<file path="config.mk">
export PLATFORM = sky130hd
export DESIGN_NAME = sliding_window_receiver_top
export DESIGN_NICKNAME = d
export VERILOG_FILES = /design/src/design/swr_pkg.sv /design/src/design/swr_ctrl.sv /design/src/design/swr_datapath.sv /design/src/design/sliding_window_receiver_top.sv
export SDC_FILE = /design/constraint.sdc
export NUM_CORES = 1
export LEC_CHECK = 0
export BUFFER_PORTS_ARGS = -buffer_cell sky130_fd_sc_hd__buf_4
export CORE_MARGIN = 3
export CORE_UTILIZATION = 50
export DETAILED_ROUTE_END_ITERATION = 10
export GPL_TIMING_DRIVEN = 0
export PLACE_DENSITY = 0.64
export RECOVER_POWER = 50
export SYNTH_ARGS = -nofsm -noshare
export SYNTH_HDL_FRONTEND = slang
export SYNTH_SLANG_ARGS = --single-unit
</file>
<file path="constraint.sdc">
create_clock -name clk -period 11.4 [get_ports clk]
set_input_delay 0.57 -clock clk [delete_from_list [all_inputs] [get_ports clk]]
set_output_delay 0.57 -clock clk [all_outputs]
set_load 0.01 [all_outputs]
</file>
<file path="src/design/swr_pkg.sv">
// ---------------------------------------------------------------------------
// swr_pkg
// Shared types, constants and control bundles of the sliding window receiver.
// ---------------------------------------------------------------------------
package swr_pkg;

  // Window store geometry (MAX_WINDOW is a power of two)
  localparam int MAX_WINDOW  = 16;
  localparam int MAX_PAYLOAD = 1000;
  localparam int IDX_W       = $clog2(MAX_WINDOW);
  localparam int CNT_W       = IDX_W + 1;
  localparam int CFG_W       = 5;
  localparam int WEFF_W      = (CNT_W > CFG_W) ? CNT_W : CFG_W;

  localparam logic [CFG_W-1:0] WINDOW_SIZE_RESET = CFG_W'(3);

  // Packet type codes
  localparam logic [1:0] PKT_START = 2'd0;
  localparam logic [1:0] PKT_FINAL = 2'd3;

  // Result kind codes
  localparam logic RES_ACK     = 1'b0;
  localparam logic RES_DELIVER = 1'b1;

  typedef struct packed {
    logic [1:0]         packet_type;
    logic signed [31:0] seq_num;
    logic [15:0]        pkt_length;
    logic [15:0]        sender_window;
    logic [15:0]        payload_tag;
    logic               checksum_ok;
  } in_item_t;

  typedef struct packed {
    logic               result_kind;
    logic signed [31:0] ack_seq;
    logic [15:0]        echo_window;
    logic [15:0]        deliver_tag;
    logic [9:0]         deliver_length;
    logic               is_final;
    logic               last_of_run;
  } out_item_t;

  typedef enum logic [2:0] {
    ST_IDLE,
    ST_EVAL,
    ST_SCAN,
    ST_ACK,
    ST_READ,
    ST_DELIV
  } swr_state_t;

  // Controller to datapath commands
  typedef struct packed {
    logic load_in;
    logic store;
    logic emit_reject;
    logic emit_start;
    logic scan_clr;
    logic scan_step;
    logic emit_ack;
    logic rd_issue;
    logic emit_deliv;
    logic deliv_step;
    logic finish;
  } swr_cmd_t;

  // Datapath to controller status
  typedef struct packed {
    logic done;
    logic bad;
    logic is_start;
    logic scan_hit;
    logic run_empty;
    logic deliv_end;
    logic out_free;
  } swr_sts_t;

endpackage

</file>
<file path="src/design/swr_ctrl.sv">
// ---------------------------------------------------------------------------
// swr_ctrl
// Sequencer of the receiver: classify, store, scan, acknowledge, deliver.
// ---------------------------------------------------------------------------
module swr_ctrl import swr_pkg::*; (
  input  logic     clk,
  input  logic     rst_n,
  input  logic     in_valid,
  output logic     in_stall,
  input  swr_sts_t sts,
  output swr_cmd_t cmd
);

  swr_state_t state_r, state_nxt;

  // State register
  always_ff @(posedge clk) begin
    if (!rst_n) begin
      state_r <= ST_IDLE;
    end else begin
      state_r <= state_nxt;
    end
  end

  // Next state and commands
  always_comb begin
    state_nxt = state_r;
    cmd       = '0;
    in_stall  = 1'b1;
    unique case (state_r)
      ST_IDLE: begin
        in_stall = 1'b0;
        if (in_valid) begin
          cmd.load_in = 1'b1;
          state_nxt   = ST_EVAL;
        end
      end
      ST_EVAL: begin
        if (sts.done) begin
          state_nxt = ST_IDLE;
        end else if (sts.bad) begin
          if (sts.out_free) begin
            cmd.emit_reject = 1'b1;
            state_nxt       = ST_IDLE;
          end
        end else if (sts.is_start) begin
          if (sts.out_free) begin
            cmd.emit_start = 1'b1;
            state_nxt      = ST_IDLE;
          end
        end else begin
          cmd.store    = 1'b1;
          cmd.scan_clr = 1'b1;
          state_nxt    = ST_SCAN;
        end
      end
      ST_SCAN: begin
        if (sts.scan_hit) begin
          cmd.scan_step = 1'b1;
        end else if (sts.run_empty) begin
          state_nxt = ST_IDLE;
        end else begin
          state_nxt = ST_ACK;
        end
      end
      ST_ACK: begin
        if (sts.out_free) begin
          cmd.emit_ack = 1'b1;
          state_nxt    = ST_READ;
        end
      end
      ST_READ: begin
        cmd.rd_issue = 1'b1;
        state_nxt    = ST_DELIV;
      end
      ST_DELIV: begin
        if (sts.out_free) begin
          cmd.emit_deliv = 1'b1;
          if (sts.deliv_end) begin
            cmd.finish = 1'b1;
            state_nxt  = ST_IDLE;
          end else begin
            cmd.deliv_step = 1'b1;
            state_nxt      = ST_READ;
          end
        end
      end
      default: begin
        state_nxt = ST_IDLE;
      end
    endcase
  end

endmodule

</file>
<file path="src/design/swr_datapath.sv">
// ---------------------------------------------------------------------------
// swr_datapath
// Window registers, slot store, run counter and result register.
// ---------------------------------------------------------------------------
module swr_datapath import swr_pkg::*; (
  input  logic             clk,
  input  logic             rst_n,
  input  logic             cfg_wr_en,
  input  logic [CFG_W-1:0] cfg_wr_data,
  input  in_item_t         in_item,
  input  logic             out_stall,
  output logic             out_valid,
  output out_item_t        out_item,
  input  swr_cmd_t         cmd,
  output swr_sts_t         sts
);

  logic [CFG_W-1:0]       win_size_r;
  in_item_t               in_r;
  logic [31:0]            ws_r;
  logic [31:0]            last_acked_r;
  logic                   done_r;
  logic [MAX_WINDOW-1:0]  slot_valid_r;
  logic [15:0]            slot_tag_mem    [MAX_WINDOW];
  logic [9:0]             slot_len_mem    [MAX_WINDOW];
  logic                   slot_final_mem  [MAX_WINDOW];
  logic [15:0]            rd_tag_r;
  logic [9:0]             rd_len_r;
  logic                   rd_final_r;
  logic [CNT_W-1:0]       scan_cnt_r;
  logic [IDX_W-1:0]       deliv_idx_r;
  logic                   out_valid_r;
  out_item_t              out_item_r;

  logic [WEFF_W-1:0]      weff;
  logic signed [33:0]     seq_ext;
  logic signed [33:0]     lo_ext;
  logic signed [33:0]     hi_ext;
  logic [IDX_W-1:0]       ws_lo;
  logic [IDX_W-1:0]       st_idx;
  logic [IDX_W-1:0]       scan_idx;
  logic [IDX_W-1:0]       rd_idx;
  logic [31:0]            run_top;
  logic                   deliv_last;
  logic                   out_free;

  // Window bounds check
  always_comb begin
    weff = (WEFF_W'(win_size_r) > WEFF_W'(MAX_WINDOW)) ? WEFF_W'(MAX_WINDOW)
                                                       : WEFF_W'(win_size_r);
    seq_ext  = 34'($signed(in_r.seq_num));
    lo_ext   = 34'($signed(ws_r));
    hi_ext   = lo_ext + $signed({1'b0, 33'(weff)});
    ws_lo    = ws_r[IDX_W-1:0];
    st_idx   = in_r.seq_num[IDX_W-1:0];
    scan_idx = ws_lo + scan_cnt_r[IDX_W-1:0];
    rd_idx   = ws_lo + deliv_idx_r;
    run_top  = ws_r + 32'(scan_cnt_r) - 32'd1;
    deliv_last = (CNT_W'(deliv_idx_r) + CNT_W'(1)) == scan_cnt_r;
    out_free = !out_valid_r || !out_stall;
  end

  assign sts.done      = done_r;
  assign sts.bad       = (seq_ext < lo_ext) || (seq_ext >= hi_ext) ||
                         (in_r.pkt_length > 16'(MAX_PAYLOAD)) || !in_r.checksum_ok;
  assign sts.is_start  = (in_r.packet_type == PKT_START);
  assign sts.scan_hit  = !scan_cnt_r[CNT_W-1] && slot_valid_r[scan_idx];
  assign sts.run_empty = (scan_cnt_r == '0);
  assign sts.deliv_end = rd_final_r || deliv_last;
  assign sts.out_free  = out_free;

  // Config register
  always_ff @(posedge clk) begin
    if (!rst_n) begin
      win_size_r <= WINDOW_SIZE_RESET;
    end else if (cfg_wr_en) begin
      win_size_r <= cfg_wr_data;
    end
  end

  // Hold the accepted item
  always_ff @(posedge clk) begin
    if (cmd.load_in) begin
      in_r <= in_item;
    end
  end

  // Window state: advance on start packets and on finished runs
  always_ff @(posedge clk) begin
    if (!rst_n) begin
      ws_r         <= '0;
      last_acked_r <= '1;
      done_r       <= 1'b0;
    end else if (cmd.emit_start) begin
      ws_r         <= ws_r + 32'd1;
      last_acked_r <= in_r.seq_num;
    end else if (cmd.finish) begin
      ws_r         <= ws_r + 32'(scan_cnt_r);
      last_acked_r <= run_top;
      done_r       <= rd_final_r;
    end
  end

  // Slot valid bits: set on store, drop the whole run on finish
  always_ff @(posedge clk) begin
    if (!rst_n) begin
      slot_valid_r <= '0;
    end else if (cmd.store) begin
      slot_valid_r[st_idx] <= 1'b1;
    end else if (cmd.finish) begin
      for (int j = 0; j < MAX_WINDOW; j++) begin
        if ({1'b0, IDX_W'(j) - ws_lo} < scan_cnt_r) begin
          slot_valid_r[j] <= 1'b0;
        end
      end
    end
  end

  // Slot payload store; duplicates keep the first copy
  always_ff @(posedge clk) begin
    if (cmd.store && !slot_valid_r[st_idx]) begin
      slot_tag_mem[st_idx]   <= in_r.payload_tag;
      slot_len_mem[st_idx]   <= in_r.pkt_length[9:0];
      slot_final_mem[st_idx] <= (in_r.packet_type == PKT_FINAL);
    end
  end

  // Registered slot read
  always_ff @(posedge clk) begin
    if (cmd.rd_issue) begin
      rd_tag_r   <= slot_tag_mem[rd_idx];
      rd_len_r   <= slot_len_mem[rd_idx];
      rd_final_r <= slot_final_mem[rd_idx];
    end
  end

  // Run length counter and delivery index
  always_ff @(posedge clk) begin
    if (!rst_n) begin
      scan_cnt_r  <= '0;
      deliv_idx_r <= '0;
    end else begin
      if (cmd.scan_clr) begin
        scan_cnt_r <= '0;
      end else if (cmd.scan_step) begin
        scan_cnt_r <= scan_cnt_r + CNT_W'(1);
      end
      if (cmd.emit_ack) begin
        deliv_idx_r <= '0;
      end else if (cmd.deliv_step) begin
        deliv_idx_r <= deliv_idx_r + IDX_W'(1);
      end
    end
  end

  // Result register
  always_ff @(posedge clk) begin
    if (!rst_n) begin
      out_valid_r <= 1'b0;
    end else if (cmd.emit_reject || cmd.emit_start || cmd.emit_ack || cmd.emit_deliv) begin
      out_valid_r <= 1'b1;
    end else if (!out_stall) begin
      out_valid_r <= 1'b0;
    end
  end

  always_ff @(posedge clk) begin
    if (cmd.emit_reject || cmd.emit_start || cmd.emit_ack) begin
      out_item_r.result_kind    <= RES_ACK;
      out_item_r.echo_window    <= in_r.sender_window;
      out_item_r.deliver_tag    <= '0;
      out_item_r.deliver_length <= '0;
      out_item_r.is_final       <= 1'b0;
      out_item_r.last_of_run    <= !cmd.emit_ack;
      if (cmd.emit_reject) begin
        out_item_r.ack_seq <= last_acked_r;
      end else if (cmd.emit_start) begin
        out_item_r.ack_seq <= in_r.seq_num;
      end else begin
        out_item_r.ack_seq <= run_top;
      end
    end else if (cmd.emit_deliv) begin
      out_item_r.result_kind    <= RES_DELIVER;
      out_item_r.ack_seq        <= '0;
      out_item_r.echo_window    <= '0;
      out_item_r.deliver_tag    <= rd_tag_r;
      out_item_r.deliver_length <= rd_len_r;
      out_item_r.is_final       <= rd_final_r;
      out_item_r.last_of_run    <= rd_final_r || deliv_last;
    end
  end

  assign out_valid = out_valid_r;
  assign out_item  = out_item_r;

endmodule

</file>
<file path="src/design/sliding_window_receiver_top.sv">
// ---------------------------------------------------------------------------
// sliding_window_receiver_top
// Selective-repeat receive side with cumulative acknowledgement.
// ---------------------------------------------------------------------------
//  channel   handshake                 payload
//  in        in_valid / in_stall       in_item  (in_item_t)
//  out       out_valid / out_stall     out_item (out_item_t)
//  cfg       cfg_wr_en                 cfg_wr_data (window size)
//
//  One item at a time. A rejected or start packet is ACKed straight from
//  classification; any packet after the transfer is done is dropped. A
//  data packet is stored and the run from the window start is scanned; with
//  no run there is no result. A run of n stored packets is ACKed and then
//  delivered packet by packet (slot store read is registered), up to a full
//  window of 16. Output stalls hold the sequencer until the result register
//  is free. Synchronous reset clears slot valid bits at once; no clearing pass.
// ---------------------------------------------------------------------------
module sliding_window_receiver_top import swr_pkg::*; (
  input  logic             clk,
  input  logic             rst_n,
  input  logic             cfg_wr_en,
  input  logic [CFG_W-1:0] cfg_wr_data,
  input  logic             in_valid,
  output logic             in_stall,
  input  in_item_t         in_item,
  output logic             out_valid,
  input  logic             out_stall,
  output out_item_t        out_item
);

  swr_cmd_t cmd;
  swr_sts_t sts;

  swr_ctrl u_ctrl (
    .clk      (clk),
    .rst_n    (rst_n),
    .in_valid (in_valid),
    .in_stall (in_stall),
    .sts      (sts),
    .cmd      (cmd)
  );

  swr_datapath u_dp (
    .clk         (clk),
    .rst_n       (rst_n),
    .cfg_wr_en   (cfg_wr_en),
    .cfg_wr_data (cfg_wr_data),
    .in_item     (in_item),
    .out_stall   (out_stall),
    .out_valid   (out_valid),
    .out_item    (out_item),
    .cmd         (cmd),
    .sts         (sts)
  );

  // Busy right after taking an item
  a_busy_after_accept: assert property (@(posedge clk) disable iff (!rst_n)
    (in_valid && !in_stall) |=> in_stall)
    else $error("input taken while previous item in progress");

  // At most one result loaded per cycle
  a_one_emit: assert property (@(posedge clk) disable iff (!rst_n)
    $onehot0({cmd.emit_reject, cmd.emit_start, cmd.emit_ack, cmd.emit_deliv}))
    else $error("several results loaded at once");

  // Never overwrite a waiting result
  a_emit_free: assert property (@(posedge clk) disable iff (!rst_n)
    (cmd.emit_reject || cmd.emit_start || cmd.emit_ack || cmd.emit_deliv)
      |-> sts.out_free)
    else $error("result register overwritten");

  // A run ends only with a delivery
  a_finish_deliv: assert property (@(posedge clk) disable iff (!rst_n)
    cmd.finish |-> cmd.emit_deliv)
    else $error("run finished without delivery");

endmodule
</file>
# Word-level counts from Yosys, hierarchy flattened
# Memories as Yosys holds them, arrays and structs flattened. A register that Yosys moved wholly into a read port is not among the register bits.
# Index checks and enable logic that the tools add are counted.
# Widths: inputs -> output; s select.
totals:
  latchBits: 0
  mem_count: 3
  rom_bits: 0
  word_cells: 229
  reg_bits: 259
  output_inout_bits: 79
  mem_bits_rw: 432
mem_list:
  columns: ["memory", "depth", "width", "read_ports", "rd_ports_with_merged_regs", "wr", "line", "text"]
  rows:
  - ["u_dp.slot_tag_mem", 16, 16, 1, 1, 1, "swr_datapath.sv:24", "logic [15:0] slot_tag_mem [MAX_WINDOW];"]
  - ["u_dp.slot_len_mem", 16, 10, 1, 1, 1, "swr_datapath.sv:25", "logic [9:0] slot_len_mem [MAX_WINDOW];"]
  - ["u_dp.slot_final_mem", 16, 1, 1, 1, 1, "swr_datapath.sv:26", "logic slot_final_mem [MAX_WINDOW];"]
classes:
  mux: 67
  n_lt_le_gt_ge: 23
  n_mul: 0
  bitwise_logic: 3
  n_eq_ne: 12
  n_reduce_logical: 59
  shift: 0
  add_sub_neg: 25
  div: 0
op_table:
  columns: ["operator", "n"]
  rows:
  - ["$mux 32", 6]
  - ["$mux 76", 2]
  - ["$lt 4x5->1", 16]
  - ["$reduce_bool 2->1", 19]
  - ["$mux 1", 37]
  - ["$reduce_and 2->1", 17]
  - ["$add 32x6->33", 1]
  - ["$ge 32x33->1", 1]
  - ["$mux 3", 11]
  - ["$add 32x1->32 const B", 1]
  - ["$add 32x5->32", 1]
  - ["$lt 32x32->1", 1]
  - ["$mux 16", 2]
  - ["$sub 32x1->32 const B", 1]
  - ["$sub 4x4->4 const A", 8]
  - ["$pmux 3 s6", 1]
  - ["$gt 16x10->1 const B", 1]
  - ["$or 16x16->16", 1]
  - ["$sub 3x4->4 const A", 4]
  - ["$lt 4x5->1 const B", 2]
  - ["$add 4x4->4", 2]
  - ["$bmux 1 s4", 2]
  - ["$logic_or 1x1->1", 8]
  - ["$mux 4", 2]
  - ["other kinds (25)", 42]

# Logic depth before layout (Yosys ltp)
depth:
  depth_word: 14
  ltp_mapped: 25
  mapped_depth_nobuf: 22

# Cells and area by module
# A second synthesis with hierarchy kept.
unflattened:
  hier_cells: 2374
  hier_area_um2: 32884.0
modules_own_cells:
  columns: ["mod", "area_per_inst_um2", "n_inst", "cells_per_inst", "seq_area_each_um2"]
  rows:
  - ["swr_datapath", 32558.7, 1, 2328, 20229.4]
  - ["swr_ctrl", 325.3, 1, 46, 60.1]

# Worst setup path before layout
# OpenSTA, ideal clock, no wires.
synth_path:
  path_kind: "reg2reg"
  start: "reg u_dp.ws_r[1]"
  end: "mem u_dp.slot_final_mem[2], enable pin"
  path_stages_with_launch: 21
  n_path_buf: 1
  t_required_ps: 10955
  setup_slack_ps: 4988
  synth_period_minus_slack_ps: 6412
  setup_ps: 445
  arrival_ps: 5967
  cell_sequence: "dfxtp_1 > inv_1 > fa_1 > inv_1 > a21oi_1 > o21bai_1 > a21o_1 > nand3_1 > nor2_1 > nand2_1 > xnor2_1 > ha_1 > a21oi_1 > o21ai_0 > a221o_1 > a221oi_1 > and3_1 > clkbuf_1 > and3_1 > nand2_1 > nor3_1"
synth_between:
  elab_chain_cells: 11
synth_rtl:
  columns: ["item", "line", "text"]
  rows:
  - ["from (decl)", "swr_datapath.sv:20", "logic [31:0] ws_r;"]
  - ["from (signal assigned)", "swr_datapath.sv:95", "ws_r <= ws_r + 32'd1;"]
  - ["from (signal assigned)", "swr_datapath.sv:98", "ws_r <= ws_r + 32'(scan_cnt_r);"]
  - ["$add 32x6->33", "swr_datapath.sv:53", "hi_ext = lo_ext + $signed({1'b0, 33'(weff)});"]
  - ["$ge 32x33->1", "swr_datapath.sv:64", "assign sts.bad = (seq_ext < lo_ext) || (seq_ext >= hi_ext) ||"]
  - ["$logic_or 1x1->1 * (2 in a row)", "swr_datapath.sv:64", null]
  - ["$logic_or 1x1->1 *", "swr_datapath.sv:65", "(in_r.pkt_length > 16'(MAX_PAYLOAD)) || !in_r.checksum_ok;"]
  - ["$mux 1 *", "swr_ctrl.sv:41", "end else if (sts.bad) begin"]
  - ["$mux 4 *", "swr_ctrl.sv:39", "if (sts.done) begin"]
  - ["$mux 4 *", "swr_ctrl.sv:30", "unique case (state_r)"]
  - ["$logic_and 1x1->1 *", "swr_datapath.sv:121", "if (cmd.store && !slot_valid_r[st_idx]) begin"]
  - ["$mux 1 *", "swr_datapath.sv:121", null]
  - ["$mux 1 (implied by the code) *", "swr_datapath.sv:124", "slot_final_mem[st_idx] <= (in_r.packet_type == PKT_FINAL);"]
  - ["to (decl)", "swr_datapath.sv:26", null]
# Every way passes the cells marked *; elsewhere a longest branch is shown, timed or not.

# Final worst setup path
layout_path:
  start: "reg u_dp.ws_r[1]"
  end: "reg u_dp.out_item_r, in the netlist u_dp.out_item[45] (data pin)"
layout_between:
  elab_chain_cells: 11
layout_rtl:
  columns: ["item", "line", "text"]
  rows:
  - ["$add 32x6->33", "swr_datapath.sv:53", null]
  - ["$ge 32x33->1", "swr_datapath.sv:64", null]
  - ["$logic_or 1x1->1 (2 in a row)", "swr_datapath.sv:64", null]
  - ["$logic_or 1x1->1", "swr_datapath.sv:65", null]
  - ["$mux 2 or $mux 1 (tied branches)", "swr_ctrl.sv:41", null]
  - ["$mux 4", "swr_ctrl.sv:39", null]
  - ["$mux 4", "swr_ctrl.sv:30", null]
  - ["$mux 32 or $logic_or 1x1->1 (tied branches)", "swr_datapath.sv:177, swr_datapath.sv:168", null]
  - ["$mux 32 or $logic_or 1x1->1 (tied branches)", "swr_datapath.sv:175, swr_datapath.sv:168", null]
  - ["$mux 76 *", "swr_datapath.sv:168", "if (cmd.emit_reject || cmd.emit_start || cmd.emit_ack) begin"]
  - ["to (decl)", "swr_datapath.sv:33", "out_item_t out_item_r;"]
# Marks and branches as above.
# A chain may end at the register's enable or synchronous reset.

==> impl_metrics.tcl <==
set metrics [dict create \
    htree_levels 3 \
    nets 2943 \
    crit_fanout 11 \
    clk_pin_slew_ns 0.06 \
    pin_count 172 \
    ir_drop_mv 0.146 \
    die_x_um 263 \
    cts_root_buf "clkbuf_16" \
    setup_viol 0 \
    dr.first_iter.drc_count 2244 \
    required_ns 11.87 \
    syn_avg_cell_area_um2 13.5 \
    wl_per_cell_um 27.6 \
    grt.overflow.total 0 \
    crit_path_frequent_cell "inv_1" \
    post_cts_resized 0 \
    slew_violations 54 \
    path_cells "inv_1 -> fa_1 -> inv_1 -> a21oi_1 -> o21bai_1 -> a21o_1 -> nand3_1 -> nor2_1 -> nand2_1 -> xnor2_1 -> ha_1 -> nand4_1 -> nor4_1 -> inv_1 -> o31ai_1 -> nor4_1 -> and3_1 -> clkbuf_1 -> a211oi_2 -> clkbuf_1 -> o211a_1" \
    clockBufferDepth 3 \
    cts_tree "built" \
    route.detailed.drc 0 \
    power.density_nw_per_um2 151 \
    grt_pass1_wl_um 148000 \
    antenna_found_initial 0 \
    hpwl_um 71900 \
    slowest_stage "a211oi_2" \
    relSlewSlack -0.338 \
    synth_top_flop_cell "edfxtp_1" \
    start_kind "register" \
    leakagePower_nw 13.0 \
    tightest_slew_ns 2.00 \
    postCtsHoldBufs 0 \
    rsz0062_at_grt "false" \
    skew_ns 0.0376 \
    postSynthCellCount 2448 \
    seq_area_frac_synth 0.614 \
    cts_post_setup_buffers_inserted 0 \
    dr_total_vias 22432 \
    numCtsBuffers 77 \
    drv_cap 2 \
    synth_edf_count 591 \
    initial_core_util 0.509 \
    synth_area_um2 33000 \
    clock_sinks 718 \
    num_rows 93 \
    routed_via_density 6.15 \
    fin_ws_ns 3.04 \
    cp_num_buf_inv 5 \
    drive_gt1_frac 0.154 \
    syn-num-nets 2662 \
    ys_ff_latch 718 \
    final_cell_mix "edfxtp_1, nand2_1, clkbuf_1, a21oi_1, dfxtp_1" \
    worstReg2RegStart "u_dp.ws_r[1]" \
    dr.pass1.iters 5 \
    arrival_ns 8.83 \
    grt_pass1_vias 22567 \
    max_freq_ghz 0.120 \
    end_kind "register" \
    min_period_over_period 0.733 \
    grt_usage 0.288 \
    hold_viol_final 0 \
    setup_tns_ns 0 \
    insertion_delay_ns 0.65 \
    cp_top_family "simple AND/OR/NAND/NOR gates" \
    crit_start "u_dp.ws_r[1]" \
    async_reset_ff_frac 0 \
    io_buffers 170 \
    yosysUniqueCellTypes 97 \
    setup.worst_path.class "reg2reg" \
    hold_ws_ns 0.117 \
    place_congestion 0.973 \
    yosys_warnings 0 \
    hold_path.class "in2reg" \
    period_needed_ns 8.36 \
    dieArea_um2 69200 \
    grt_max_degree 36 \
    min-delay-start "in_item[8]" \
    fp.dieH_um 263 \
    violations "capacitance limit, slew limit" \
    num_antenna_cells 0 \
    drt_wl_total_um 101000 \
    ant_nets 0 \
    slowest_delay_ns 1.09 \
    core_area_um2 64900 \
    post-place-ws_ns 3.30 \
    area_growth_pct 16.3 \
    layout_commonest_cell "edfxtp_1" \
    status "complete, but fails checks" \
]
## path summary, 6_finish.rpt
path,to,slack (ns),cells after the start
worst max register to register,u_dp.out_item[45],3.04,21
worst min register to register,u_dp.out_item[22],0.46,2
worst max-delay path,u_dp.out_item[45],3.04,21
worst min-delay path,u_dp.in_r[8],0.12,1
## cell type report
type / count / area, µm²
fill: 5229 / 26500
sequential: 718 / 20300
multi-input combinational: 1515 / 11900
clock buffer: 101 / 2110
timing repair buffer: 202 / 1440
tap: 855 / 1070
clock inverter: 41 / 673
buffer: 136 / 669
inverter: 79 / 297
## flip-flops by register name, indices dropped and copies added (netlist names)
signal	count
u_ctrl.state_r	3
u_dp.deliv_idx_r	4
u_dp.done_r	1
u_dp.in_r	83
u_dp.last_acked_r	32
u_dp.out_item	77
u_dp.out_valid	1
u_dp.rd_final_r	1
u_dp.rd_len_r	10
u_dp.rd_tag_r	16
u_dp.scan_cnt_r	5
u_dp.slot_final_mem	16
u_dp.slot_len_mem	160
u_dp.slot_tag_mem	256
u_dp.slot_valid_r	16
u_dp.win_size_r	5
u_dp.ws_r	32
## Yosys cell counts (all sizes together), types with 40 or more instances
library cell / n / area share
edfxtp: 591 / 0.54
nor2: 116 / 0.013
nand3: 64 / 0.010
ha: 118 / 0.045
a31oi: 40 / 0.0076
mux4: 118 / 0.080
inv: 78 / 0.0089
o21ai: 95 / 0.014
dfxtp: 127 / 0.077
nand2: 224 / 0.025
and2: 67 / 0.013
a21oi: 152 / 0.023
clkbuf: 105 / 0.015
a211oi: 56 / 0.013
xnor2: 91 / 0.025
## cell families after synthesis
kind of cell | count (synthesis) | synth area share
DFF | 718 | 0.614
and+or+nand+nor | 676 | 0.104
AOI/OAI and AO/OA | 479 | 0.0920
buffers and inverters | 215 | 0.0295
muxes | 133 | 0.0851
adders and majority gates | 121 | 0.0465
xor gates and xnor gates | 106 | 0.0285
## report_power, final
part	internal (W)	switching [W]	leakage [nW]
combinational	0.0000609	0.000119	5.22
sequential	0.00288	0.0000434	6.41
clock	0.00160	0.00109	1.32
total	0.00455	0.00125	13.0
## per-stage QoR
stage,power (W),util,std cells,area [µm²]
detailed placement,0.00318,0.556,3505,36100
finish,0.00579,0.592,3647,38400
global placement,0.00317,0.545,3473,35400
global route,0.00596,0.592,3647,38400
floorplan,0.00305,-,2448,33000
CTS,0.00585,0.599,3647,38900
## routing by layer
layer | wire length (µm) | up-vias | share of wire | track usage
li1 | - | 9953 | - | -
met1 | 41500 | 11258 | 0.41 | 0.387
met2 | 47700 | 986 | 0.47 | 0.466
met3 | 6990 | 235 | 0.070 | 0.0489
met4 | 4380 | 0 | 0.044 | 0.119
met5 | 0 | - | 0 | 0
No activity file was read; power rests on OpenSTA's default activity.
